`config.mk`:
```
export PLATFORM = sky130hd
export DESIGN_NAME = epoch_seconds_to_calendar_date_top_flat
export DESIGN_NICKNAME = d
export VERILOG_FILES = /design/src/rtl/e2cd_pkg.sv /design/src/rtl/e2cd_in_if.sv /design/src/rtl/e2cd_out_if.sv /design/src/rtl/e2cd_div.sv /design/src/rtl/epoch_seconds_to_calendar_date_top.sv /design/src/flat_wrapper.sv
export SDC_FILE = /design/constraint.sdc
export NUM_CORES = 2
export LEC_CHECK = 0
export BUFFER_PORTS_ARGS = -buffer_cell sky130_fd_sc_hd__clkbuf_2
export CAP_MARGIN = 20
export CORE_UTILIZATION = 30
export DETAILED_ROUTE_END_ITERATION = 8
export GPL_ROUTABILITY_DRIVEN = 0
export HOLD_SLACK_MARGIN = 0.02
export SETUP_SLACK_MARGIN = 0.02
export SYNTH_ARGS = -nofsm -noshare
export SYNTH_HDL_FRONTEND = slang
export SYNTH_SLANG_ARGS = --single-unit
export TNS_END_PERCENT = 100
```
`constraint.sdc`:
```
create_clock -name clk -period 14.4 [get_ports clk]
set_input_delay 2.16 -clock clk [delete_from_list [all_inputs] [get_ports clk]]
set_output_delay 2.16 -clock clk [all_outputs]
set_load 0.005 [all_outputs]
```
`src/rtl/e2cd_pkg.sv`:
```
`timescale 1ns / 1ps

package e2cd_pkg;

  // payload widths
  localparam int UTC_W    = 32;
  localparam int OFFSET_W = 17;
  localparam int YEAR_W   = 8;
  localparam int MONTH_W  = 4;
  localparam int DAY_W    = 5;
  localparam int HOUR_W   = 5;
  localparam int MIN_W    = 6;
  localparam int SEC_W    = 6;
  localparam int DOW_W    = 3;

  // divider sizing
  localparam int DIVISOR_W = 6;
  localparam int DAYS_W    = 16;

  localparam logic [DIVISOR_W-1:0] SECS_PER_MIN  = 6'd60;
  localparam logic [DIVISOR_W-1:0] HOURS_PER_DAY = 6'd24;

  // reciprocals: x / 60 = (x * RECIP_60) >> 37, (x / 8) / 3 = ((x >> 3) * RECIP_3) >> 33,
  // exact for every 32-bit x
  localparam logic [UTC_W-1:0] RECIP_60       = 32'h8888_8889;
  localparam int               RECIP_60_SHIFT = 37;
  localparam logic [UTC_W-1:0] RECIP_3        = 32'hAAAA_AAAB;
  localparam int               RECIP_3_SHIFT  = 33;

  localparam logic [OFFSET_W-1:0] OFFSET_RESET = 17'd28800;

  // 2000-01-01 was a Saturday; weekday index 0 is Monday
  localparam logic [DOW_W-1:0] BASE_WEEKDAY = 3'd5;

  localparam logic [MONTH_W-1:0] MONTH_JAN = 4'd1;
  localparam logic [MONTH_W-1:0] MONTH_FEB = 4'd2;
  localparam logic [MONTH_W-1:0] MONTH_APR = 4'd4;
  localparam logic [MONTH_W-1:0] MONTH_JUN = 4'd6;
  localparam logic [MONTH_W-1:0] MONTH_SEP = 4'd9;
  localparam logic [MONTH_W-1:0] MONTH_NOV = 4'd11;
  localparam logic [MONTH_W-1:0] MONTH_DEC = 4'd12;

  // divisor select
  typedef enum logic {
    DIV_BY_60 = 1'b0,
    DIV_BY_24 = 1'b1
  } div_sel_t;

  // request to the divider
  typedef struct packed {
    logic             start;
    logic [UTC_W-1:0] dividend;
    div_sel_t         sel;
  } div_req_t;

  // answer from the divider
  typedef struct packed {
    logic                 done;
    logic [UTC_W-1:0]     quot;
    logic [DIVISOR_W-1:0] rem;
  } div_rsp_t;

  // gregorian leap rule for 2000 + yo
  function automatic logic leap_year(input logic [YEAR_W-1:0] yo);
    logic by4;
    by4 = (yo[1:0] == 2'b00);
    return by4 && (yo != 8'd100) && (yo != 8'd200);
  endfunction

  function automatic logic [DAY_W-1:0] month_days(input logic [MONTH_W-1:0] mon,
                                                  input logic leap);
    logic [DAY_W-1:0] d;
    d = 5'd31;
    if (mon == MONTH_FEB) begin
      d = leap ? 5'd29 : 5'd28;
    end else if (mon inside {MONTH_APR, MONTH_JUN, MONTH_SEP, MONTH_NOV}) begin
      d = 5'd30;
    end
    return d;
  endfunction

  // weekday index plus a step of 0..6, modulo 7
  function automatic logic [DOW_W-1:0] add_mod7(input logic [DOW_W-1:0] a,
                                                input logic [DOW_W-1:0] b);
    logic [DOW_W:0] s;
    s = {1'b0, a} + {1'b0, b};
    if (s >= 4'd7) begin
      s = s - 4'd7;
    end
    return s[DOW_W-1:0];
  endfunction

  // remainder modulo 7 of a day number below 31
  function automatic logic [DOW_W-1:0] mod7_small(input logic [DAY_W-1:0] v);
    logic [DAY_W-1:0] r;
    r = v;
    if (r >= 5'd28) begin
      r = r - 5'd28;
    end else if (r >= 5'd21) begin
      r = r - 5'd21;
    end else if (r >= 5'd14) begin
      r = r - 5'd14;
    end else if (r >= 5'd7) begin
      r = r - 5'd7;
    end
    return r[DOW_W-1:0];
  endfunction

endpackage

```
`src/rtl/e2cd_in_if.sv`:
```
`timescale 1ns / 1ps

interface e2cd_in_if;
  logic                      valid;
  logic                      ready;
  logic [e2cd_pkg::UTC_W-1:0] utc_seconds;

  modport source (output valid, output utc_seconds, input ready);
  modport sink (input valid, input utc_seconds, output ready);
endinterface

```
`src/rtl/e2cd_out_if.sv`:
```
`timescale 1ns / 1ps

interface e2cd_out_if;
  logic                        valid;
  logic                        ready;
  logic [e2cd_pkg::YEAR_W-1:0]  year_since_base;
  logic [e2cd_pkg::MONTH_W-1:0] month_number;
  logic [e2cd_pkg::DAY_W-1:0]   day_of_month;
  logic [e2cd_pkg::HOUR_W-1:0]  hour_of_day;
  logic [e2cd_pkg::MIN_W-1:0]   minute_of_hour;
  logic [e2cd_pkg::SEC_W-1:0]   second_of_minute;
  logic [e2cd_pkg::DOW_W-1:0]   day_of_week;

  modport source (output valid, output year_since_base, output month_number,
                  output day_of_month, output hour_of_day, output minute_of_hour,
                  output second_of_minute, output day_of_week, input ready);
  modport sink (input valid, input year_since_base, input month_number,
                input day_of_month, input hour_of_day, input minute_of_hour,
                input second_of_minute, input day_of_week, output ready);
endinterface

```
`src/rtl/e2cd_div.sv`:
```
`timescale 1ns / 1ps

// divider by 60 or 24 through a reciprocal multiply; the product, then the quotient and remainder, are registered
module e2cd_div (
  input  logic               clk,
  input  logic               rst,
  input  e2cd_pkg::div_req_t req,
  output e2cd_pkg::div_rsp_t rsp
);
  import e2cd_pkg::*;

  logic [UTC_W-1:0]     num;
  div_sel_t             sel;
  logic [2*UTC_W-1:0]   prod;
  logic                 pend;
  logic                 done;
  logic [UTC_W-1:0]     quot;
  logic [DIVISOR_W-1:0] rem;

  logic [UTC_W-1:0]       mul_a;
  logic [UTC_W-1:0]       mul_b;
  logic [UTC_W-1:0]       q;
  logic [DIVISOR_W-1:0]   divisor;
  logic [2*DIVISOR_W-1:0] back;

  // operand select: divide by 24 as divide by 8, then by 3
  always_comb begin
    if (req.sel == DIV_BY_24) begin
      mul_a = req.dividend >> 3;
      mul_b = RECIP_3;
    end else begin
      mul_a = req.dividend;
      mul_b = RECIP_60;
    end
  end

  // quotient from the high product bits; remainder below 64 is exact mod 64
  always_comb begin
    if (sel == DIV_BY_24) begin
      q       = UTC_W'(prod >> RECIP_3_SHIFT);
      divisor = HOURS_PER_DAY;
    end else begin
      q       = UTC_W'(prod >> RECIP_60_SHIFT);
      divisor = SECS_PER_MIN;
    end
    back = q[DIVISOR_W-1:0] * divisor;
  end

  // control
  always_ff @(posedge clk) begin
    if (rst) begin
      pend <= 1'b0;
      done <= 1'b0;
    end else begin
      pend <= req.start;
      done <= pend;
    end
  end

  // product on a request, then quotient and remainder from the registered product
  always_ff @(posedge clk) begin
    if (req.start) begin
      num  <= req.dividend;
      sel  <= req.sel;
      prod <= mul_a * mul_b;
    end
    if (pend) begin
      quot <= q;
      rem  <= num[DIVISOR_W-1:0] - back[DIVISOR_W-1:0];
    end
  end

  assign rsp.done = done;
  assign rsp.quot = quot;
  assign rsp.rem  = rem;

endmodule

```
`src/rtl/epoch_seconds_to_calendar_date_top.sv`:
```
`timescale 1ns / 1ps

// Converts a count of seconds since 2000-01-01 00:00:00 UTC, plus the zone
// offset register (wrapping modulo 2^32), into local year, month, day, hour,
// minute, second and weekday (1 Monday .. 7 Sunday). One conversion runs at
// a time and the input is not ready while it runs. Seconds, minutes and
// hours come off through one shared reciprocal-multiply divider (three
// stages), the day count is then walked one year per cycle and one month
// per cycle, and the date is loaded into the output register, after which
// the input is ready again. A finished date waits in the output register
// while the next count is taken; a date that is still waiting there when
// the next one finishes holds the block in its last step.
module epoch_seconds_to_calendar_date_top (
  input  logic                            clk,
  input  logic                            rst,
  e2cd_in_if.sink                         time_in,
  e2cd_out_if.source                      date_out,
  input  logic                            cfg_we,
  input  logic [e2cd_pkg::OFFSET_W-1:0]   cfg_wdata
);
  import e2cd_pkg::*;

  typedef enum logic [6:0] {
    S_IDLE  = 7'b0000001,
    S_SEC   = 7'b0000010,
    S_MIN   = 7'b0000100,
    S_HOUR  = 7'b0001000,
    S_YEAR  = 7'b0010000,
    S_MONTH = 7'b0100000,
    S_DONE  = 7'b1000000
  } state_t;

  state_t state;
  state_t state_next;

  logic [OFFSET_W-1:0] zone_offset;

  div_req_t div_req;
  div_rsp_t div_rsp;

  logic [SEC_W-1:0]   sec;
  logic [MIN_W-1:0]   min;
  logic [HOUR_W-1:0]  hour;
  logic [DAYS_W-1:0]  days;
  logic [YEAR_W-1:0]  yo;
  logic [MONTH_W-1:0] mon;
  logic [DOW_W-1:0]   wd;

  logic               out_valid;
  logic [YEAR_W-1:0]  out_year;
  logic [MONTH_W-1:0] out_month;
  logic [DAY_W-1:0]   out_day;
  logic [HOUR_W-1:0]  out_hour;
  logic [MIN_W-1:0]   out_min;
  logic [SEC_W-1:0]   out_sec;
  logic [DOW_W-1:0]   out_dow;

  logic             in_beat;
  logic             out_beat;
  logic             out_free;
  logic [UTC_W-1:0] local_sum;
  logic             leap;
  logic [8:0]       year_len;
  logic [DAY_W-1:0] month_len;
  logic             year_stop;
  logic             month_stop;

  assign in_beat   = time_in.valid && time_in.ready;
  assign out_beat  = out_valid && date_out.ready;
  assign out_free  = !out_valid || date_out.ready;
  assign local_sum = time_in.utc_seconds + {{(UTC_W-OFFSET_W){1'b0}}, zone_offset};

  // calendar lengths for the walk
  always_comb begin
    leap       = leap_year(yo);
    year_len   = leap ? 9'd366 : 9'd365;
    month_len  = month_days(mon, leap);
    year_stop  = (days < {{(DAYS_W-9){1'b0}}, year_len});
    month_stop = (days < {{(DAYS_W-DAY_W){1'b0}}, month_len}) || (mon >= MONTH_DEC);
  end

  // zone offset register
  always_ff @(posedge clk) begin
    if (rst) begin
      zone_offset <= OFFSET_RESET;
    end else if (cfg_we) begin
      zone_offset <= cfg_wdata;
    end
  end

  // divider requests per stage
  always_comb begin
    div_req = '0;
    case (state)
      S_IDLE: begin
        div_req.start    = in_beat;
        div_req.dividend = local_sum;
        div_req.sel      = DIV_BY_60;
      end
      S_SEC: begin
        div_req.start    = div_rsp.done;
        div_req.dividend = div_rsp.quot;
        div_req.sel      = DIV_BY_60;
      end
      S_MIN: begin
        div_req.start    = div_rsp.done;
        div_req.dividend = div_rsp.quot;
        div_req.sel      = DIV_BY_24;
      end
      default: begin
        div_req = '0;
      end
    endcase
  end

  e2cd_div u_div (
    .clk (clk),
    .rst (rst),
    .req (div_req),
    .rsp (div_rsp)
  );

  // sequencer
  always_comb begin
    state_next = state;
    case (state)
      S_IDLE:  if (in_beat) state_next = S_SEC;
      S_SEC:   if (div_rsp.done) state_next = S_MIN;
      S_MIN:   if (div_rsp.done) state_next = S_HOUR;
      S_HOUR:  if (div_rsp.done) state_next = S_YEAR;
      S_YEAR:  if (year_stop) state_next = S_MONTH;
      S_MONTH: if (month_stop) state_next = S_DONE;
      S_DONE:  if (out_free) state_next = S_IDLE;
      default: state_next = S_IDLE;
    endcase
  end

  always_ff @(posedge clk) begin
    if (rst) begin
      state <= S_IDLE;
    end else begin
      state <= state_next;
    end
  end

  // time of day, then year and month walk with a running weekday
  always_ff @(posedge clk) begin
    case (state)
      S_SEC: begin
        if (div_rsp.done) begin
          sec <= div_rsp.rem;
        end
      end
      S_MIN: begin
        if (div_rsp.done) begin
          min <= div_rsp.rem;
        end
      end
      S_HOUR: begin
        if (div_rsp.done) begin
          hour <= div_rsp.rem[HOUR_W-1:0];
          days <= div_rsp.quot[DAYS_W-1:0];
          yo   <= '0;
          wd   <= BASE_WEEKDAY;
        end
      end
      S_YEAR: begin
        if (year_stop) begin
          mon <= MONTH_JAN;
        end else begin
          days <= days - {{(DAYS_W-9){1'b0}}, year_len};
          yo   <= yo + 8'd1;
          wd   <= add_mod7(wd, leap ? 3'd2 : 3'd1);
        end
      end
      S_MONTH: begin
        if (!month_stop) begin
          days <= days - {{(DAYS_W-DAY_W){1'b0}}, month_len};
          mon  <= mon + 4'd1;
          wd   <= add_mod7(wd, 3'(month_len - 5'd28));
        end
      end
      default: begin
      end
    endcase
  end

  // output register
  always_ff @(posedge clk) begin
    if (rst) begin
      out_valid <= 1'b0;
    end else if (state == S_DONE && out_free) begin
      out_valid <= 1'b1;
    end else if (out_beat) begin
      out_valid <= 1'b0;
    end
  end

  always_ff @(posedge clk) begin
    if (state == S_DONE && out_free) begin
      out_year  <= yo;
      out_month <= mon;
      out_day   <= days[DAY_W-1:0] + 5'd1;
      out_hour  <= hour;
      out_min   <= min;
      out_sec   <= sec;
      out_dow   <= add_mod7(wd, mod7_small(days[DAY_W-1:0])) + 3'd1;
    end
  end

  assign time_in.ready             = (state == S_IDLE);
  assign date_out.valid            = out_valid;
  assign date_out.year_since_base  = out_year;
  assign date_out.month_number     = out_month;
  assign date_out.day_of_month     = out_day;
  assign date_out.hour_of_day      = out_hour;
  assign date_out.minute_of_hour   = out_min;
  assign date_out.second_of_minute = out_sec;
  assign date_out.day_of_week      = out_dow;

endmodule

```
`src/flat_wrapper.sv`:
```
// flat-port wrapper written by rule: the top's interface ports become plain ports
module epoch_seconds_to_calendar_date_top_flat import e2cd_pkg::*;
  (clk, rst, cfg_we, cfg_wdata, time_in_valid, time_in_utc_seconds, time_in_ready, date_out_valid, date_out_year_since_base, date_out_month_number, date_out_day_of_month, date_out_hour_of_day, date_out_minute_of_hour, date_out_second_of_minute, date_out_day_of_week, date_out_ready);
  e2cd_in_if time_in_i ();
  e2cd_out_if date_out_i ();
  input  logic clk;
  input  logic rst;
  input  logic cfg_we;
  input  logic [e2cd_pkg::OFFSET_W-1:0] cfg_wdata;
  input wire logic [$bits(time_in_i.valid)-1:0] time_in_valid;
  input wire logic [$bits(time_in_i.utc_seconds)-1:0] time_in_utc_seconds;
  output wire logic [$bits(time_in_i.ready)-1:0] time_in_ready;
  output wire logic [$bits(date_out_i.valid)-1:0] date_out_valid;
  output wire logic [$bits(date_out_i.year_since_base)-1:0] date_out_year_since_base;
  output wire logic [$bits(date_out_i.month_number)-1:0] date_out_month_number;
  output wire logic [$bits(date_out_i.day_of_month)-1:0] date_out_day_of_month;
  output wire logic [$bits(date_out_i.hour_of_day)-1:0] date_out_hour_of_day;
  output wire logic [$bits(date_out_i.minute_of_hour)-1:0] date_out_minute_of_hour;
  output wire logic [$bits(date_out_i.second_of_minute)-1:0] date_out_second_of_minute;
  output wire logic [$bits(date_out_i.day_of_week)-1:0] date_out_day_of_week;
  input wire logic [$bits(date_out_i.ready)-1:0] date_out_ready;
  assign time_in_i.valid = time_in_valid;
  assign time_in_i.utc_seconds = time_in_utc_seconds;
  assign time_in_ready = time_in_i.ready;
  assign date_out_valid = date_out_i.valid;
  assign date_out_year_since_base = date_out_i.year_since_base;
  assign date_out_month_number = date_out_i.month_number;
  assign date_out_day_of_month = date_out_i.day_of_month;
  assign date_out_hour_of_day = date_out_i.hour_of_day;
  assign date_out_minute_of_hour = date_out_i.minute_of_hour;
  assign date_out_second_of_minute = date_out_i.second_of_minute;
  assign date_out_day_of_week = date_out_i.day_of_week;
  assign date_out_i.ready = date_out_ready;
  epoch_seconds_to_calendar_date_top u_core (.clk(clk), .rst(rst), .time_in(time_in_i), .date_out(date_out_i), .cfg_we(cfg_we), .cfg_wdata(cfg_wdata));
endmodule
```
# After elaboration in Yosys (flattened, before gate mapping)
# Index checks and enable logic that the tools add are counted.
[classes] n_addsub=19 multipliers=2 magnitude_cmp=10 eq_ne=23 mux=43 n_reduce_logical=21
[op_table] cell="one-hot mux 34 bit (3 select lines)" n=1
[op_table] cell="multiplier 32 x 32 -> 64 bit" n=1
[op_table] cell="two-way mux 7 bit" n=7
[op_table] cell="one-hot mux 7 bit (7 select lines)" n=1
[op_table] cell="two-way mux 16 bit" n=3
[op_table] cell="one-hot mux 16 bit (3 select lines)" n=1
[op_table] cell="two-way mux 3 bit" n=12
[op_table] cell="adder 32 x 17 -> 32 bit" n=1
[op_table] cell="two-way mux 32 bit" n=1
[op_table] cell="two-way mux 30 bit" n=1
[op_table] cell="two-way mux 27 bit" n=1
[op_table] cell="subtractor 3 bit (second input constant)" n=8
[op_table] cell="less-than comparator 16 x 5 -> 1 bit" n=1
[op_table] cell="less-than comparator 16 x 9 -> 1 bit" n=1
[op_table] cell="two-way mux 8 bit" n=2
[op_table] cell="one-hot mux 8 bit (2 select lines)" n=1
[op_table] cell="subtractor 16 x 5 -> 16 bit" n=1
[op_table] cell="subtractor 16 x 9 -> 16 bit" n=1
[op_table] cell=">= comparator 4 x 3 -> 1 bit (second input constant)" n=3
[op_table] cell="!= test 2 bit (second input constant)" n=6
[op_table] cell=">= comparator 5 bit (second input constant)" n=2
[op_table] cell="one-hot mux 3 bit (3 select lines)" n=1
[op_table] cell="adder 3 x 3 -> 4 bit" n=2
[op_table] cell="adder 8 x 1 -> 8 bit (second input constant)" n=1
[op_table] cell="38 further kinds" n=58
[word_totals] register_bits=221 inputBits=54 out_inout_bits=39 wordCells=143

# Depth between registers and ports, before layout
[depth] depth_word=11 depth_mapped=36 ltp_nobuf=36

# Hierarchy
# A second synthesis with hierarchy kept.
[hier_totals] cells_unflattened=2924 area_unflattened_um2=28688.8
[modules_own_cells] mod="e2cd_div" instances=1 cells_per_inst=2197 area_each_um2=21569.4 seq_area_each_um2=2292.2
[modules_own_cells] mod="epoch_seconds_to_calendar_date_top" instances=1 cells_per_inst=727 area_each_um2=7119.3 seq_area_each_um2=3052.9

# Worst setup path after synthesis
# OpenSTA, ideal clock, no wires.
[synth_timing] kind="input-to-reg" startpoint="in time_in_utc_seconds[6]" endpoint="reg u_core.u_div.prod[52], data pin" setup_ns=0.269 t_arrival_ns=10.172 required_time_ns=14.131 setup_slack_ns=3.959 path_stages=32 n_path_buf=0 path_cell_list="ha_1 a21o_1 a21oi_1 nor2b_1 or4_4 o211ai_2 a21oi_2 or3_1 a32oi_1 mux2i_1 ha_1 fa_1 inv_1 fa_1 fa_1 inv_1 fa_1 fa_1 fa_1 inv_1 fa_1 inv_1 ha_1 a21oi_1 nor2_1 o21ai_0 nand2_1 o311ai_0 a31oi_1 o21ai_0 nor2b_1 o311ai_1"
[synth_via] elab_chain_len=4
[synth_lines] element="start, declared" line="flat_wrapper.sv:11" source="input wire logic [$bits(time_in_i.utc_seconds)-1:0] time_in_utc_seconds;"
[synth_lines] element="adder 32 x 17 -> 32 bit" line="epoch_seconds_to_calendar_date_top.sv:71" source="assign local_sum = time_in.utc_seconds + {{(UTC_W-OFFSET_W){1'b0}}, zone_offset};"
[synth_lines] element="one-hot mux 34 bit (3 select lines)" line="epoch_seconds_to_calendar_date_top.sv:94" source="case (state)"
[synth_lines] element="two-way mux 32 bit" line="e2cd_div.sv:28" source="if (req.sel == DIV_BY_24) begin"
[synth_lines] element="multiplier 32 x 32 -> 64 bit" line="e2cd_div.sv:65" source="prod <= mul_a * mul_b;"
[synth_lines] element="end signal, assigned" line="e2cd_div.sv:65"
[synth_lines] element="end, declared" line="e2cd_div.sv:14" source="logic [2*UTC_W-1:0] prod;"
# No other way between the ends.
# A chain may end at the register's enable or synchronous reset.

# Worst setup path after layout
# Ends and elaborated chain as after synthesis.

==> results.sh <==
export IMPL_row_count=112
export IMPL_die_h_microns=310
export IMPL_antenna_cells=0
export IMPL_ff2ff_path_depth=31
export IMPL_fin_crit_ns=11.51
export IMPL_syn_avg_cell_area_sq_um=10.1
export IMPL_critical_path_slowest_cell="o21ai_0"
export IMPL_cts_hold_buffers=0
export IMPL_fillers=9620
export IMPL_layout_commonest_cell="inv_1"
export IMPL_drive_gt1_share_pct=7.17
export IMPL_port_buffers=92
export IMPL_cts_buffers=17
export IMPL_dr_wl_met2_microns=36500
export IMPL_seq_area_sq_um=5350
export IMPL_hp_start="u_core.hour[2]"
export IMPL_worstHoldEndpoint="u_core.date_out.hour_of_day[2]"
export IMPL_grt_start_max_net_pins=44
export IMPL_slew_limit_headroom_pct=33.4
export IMPL_dieWidth_microns=310
export IMPL_ys_warn_count=0
export IMPL_hold_violations=0
export IMPL_finalWirelength_microns=80200
export IMPL_r2r_start="u_core.zone_offset[7]"
export IMPL_clockRootBuffer="clkbuf_16"
export IMPL_grt_overflow=0
export IMPL_maxCapViolations=0
export IMPL_grt_pass1_wl_microns=122000
export IMPL_synth_edff_count=160
export IMPL_worst_setup_path_end_kind="register"
export IMPL_met3_length_microns=5790
export IMPL_cp_common_cell="fa_1"
export IMPL_ant_nets=0
export IMPL_top_layer_used="met4"
export IMPL_outcome="complete, no violations"
export IMPL_slew_violations=0
export IMPL_max_freq_mhz=86.9
export IMPL_critPathMaxStageDelay_ns=0.63
export IMPL_layout_common_cells="756 x inv_1, 442 x ha_1, 421 x fa_1, 160 x edfxtp_1, 112 x nor2_1"
export IMPL_dr_total_vias=19900
export IMPL_die_area_sq_um=95900
export IMPL_wl_met1_microns=35000
export IMPL_post_dp_hpwl_microns=70100
export IMPL_yosysSeqAreaShare_pct=18.8
export IMPL_post_cts_buffers=0
export IMPL_cts_max_level=4
export IMPL_wl_per_cell_microns=19.2
export IMPL_period_share_pct=79.9
export IMPL_holdPathStages=0
export IMPL_crit_fanout=9
export IMPL_via_per_inst=4.78
export IMPL_synth_area_sq_um=28400
export IMPL_track_usage_pct=17.2
export IMPL_rsz0062_at_grt="no"
export IMPL_drt_pass1_iter_count=5
export IMPL_synthFlopType="edfxtp_1"
export IMPL_cts_resized=0
export IMPL_drt_iter0_markers=1575
export IMPL_insertion_delay_ns=0.49
export IMPL_worst_slew_pin_transition_ns=0.990
export IMPL_nets=3817
export IMPL_clk_path_buf_depth=2
export IMPL_grt_pass1_vias=20000
export IMPL_tns_ns=0
export IMPL_hp_class="reg -> reg"
export IMPL_synthCells=2804
export IMPL_multi_input_area_sq_um=20100
export IMPL_clk_pin_slew_ns=0.08
export IMPL_area_growth_pct=9.55
export IMPL_core_area_sq_um=93500
export IMPL_synth_cell_types=80
export IMPL_io_pins=93
export IMPL_route_detailed_drc=0
export IMPL_antenna_found_initial=1
export IMPL_crit_required_ns=14.69
export IMPL_finalSetupViolations=0
export IMPL_cts_sinks=187
export IMPL_reg2reg_slack_ns=4.32
export IMPL_start_util_pct=30.4
export IMPL_cts_tree="built"
export IMPL_rr_endpoint="u_core.u_div.prod[52]"
export IMPL_fin_skew_ns=0.0207
export IMPL_crit_type="in -> reg"
export IMPL_cp_data_arrival_time_ns=11.80
export IMPL_async_flop_share_pct=0
export IMPL_ys_ff_latch=187
export IMPL_start_kind="primary input"
-- logic make-up (layout without fill, tap and decap cells) --
| logic type | count (synthesis) | count (layout) | share of synthesized area, % |
|---|---|---|---|
| buffers and inverters | 807 | 896 | 10.7 |
| xor gates and xnor gates | 84 | 84 | 2.59 |
| DFF | 187 | 187 | 18.8 |
| other | 2 | 22 | 0.0265 |
| adders and majority gates | 863 | 863 | 49.2 |
| and+or+nand+nor | 426 | 426 | 7.57 |
| AOI/OAI and AO/OA | 384 | 384 | 9.21 |
| muxes | 51 | 51 | 1.93 |
-- layer usage --
| layer | up-vias | track usage, % |
|---|---|---|
| met4 | 0 | 5.83 |
| met5 | - | 0 |
| met2 | 652 | 26.8 |
| met3 | 109 | 3.83 |
| li1 | 9227 | - |
| met1 | 9931 | 23.3 |
-- worst max path at each step --
stage	startpoint	to	slack, ns	cells past startpoint
floorplan	time_in_utc_seconds[6]	u_core.u_div.prod[52]	3.96	32
global placement	time_in_utc_seconds[6]	u_core.u_div.prod[52]	2.59	32
detailed placement	time_in_utc_seconds[6]	u_core.u_div.prod[52]	2.60	32
CTS	time_in_utc_seconds[6]	u_core.u_div.prod[52]	3.09	32
global route	time_in_utc_seconds[0]	u_core.u_div.prod[52]	2.44	34
finish	time_in_utc_seconds[6]	u_core.u_div.prod[52]	2.89	32
-- per-stage QoR --
stage	instance area, sq um	setup WS [ns]	hold slack (ns)	std cells	util (%)
CTS	31100	3.09	0.425	4166	33.3
global route	31100	2.44	0.428	4167	33.3
floorplan	28500	3.96	0.400	2824	-
detailed placement	30400	2.60	0.405	4134	32.6
finish	31100	2.89	0.424	4167	33.3
global placement	30400	2.59	0.402	4134	32.6
-- worst max-delay path, delay by kind of cell --
kind                       cells  cell delay (ns)
and+or+nand+nor                7             1.81
xor gates and xnor gates       1             0.11
buffers and inverters          5             0.31
adders and majority gates     10             4.63
AOI/OAI and AO/OA              9             2.75
-- cell usage after synthesis, drive strengths merged, types with 12 or more instances --
cell type | count | area [sq um]
and2 | 30 | 190
a221o | 15 | 150
a21o | 38 | 285
a21oi | 101 | 521
fa | 421 | 8430
mux2 | 30 | 338
xor2 | 35 | 307
nand2 | 109 | 409
nand3 | 37 | 190
o22ai | 12 | 75.1
and3 | 18 | 113
edfxtp | 160 | 4800
o21ai | 76 | 388
clkbuf | 41 | 154
nand4 | 16 | 100
nor2b | 26 | 163
dfxtp | 27 | 541
o211ai | 13 | 113
nor2 | 112 | 420
inv | 757 | 2840
nor3 | 21 | 126
a31oi | 12 | 75.1
xnor2 | 49 | 429
o21a | 22 | 165
mux2i | 21 | 210
ha | 442 | 5530
-- layout make-up --
class | instances | area share [%]
Multi-Input combinational cell | 1830 | 64.7
Inverter | 757 | 9.14
Sequential cell | 187 | 17.2
Tap cell | 1254 | 5.05
Clock inverter | 15 | 0.716
Timing Repair Buffer | 107 | 1.88
Clock buffer | 17 | 1.37
-- registers in the layout (all words and copies together) (netlist names), 7 cells and up --
signal / count
u_core.date_out.year_since_base: 8
u_core.u_div.quot: 31
u_core.state: 7
u_core.zone_offset: 17
u_core.days: 16
u_core.u_div.prod: 31
u_core.yo: 8
Power is not shown: default switching activity piles up to over one toggle a cycle in this logic, so the estimate is an artifact.
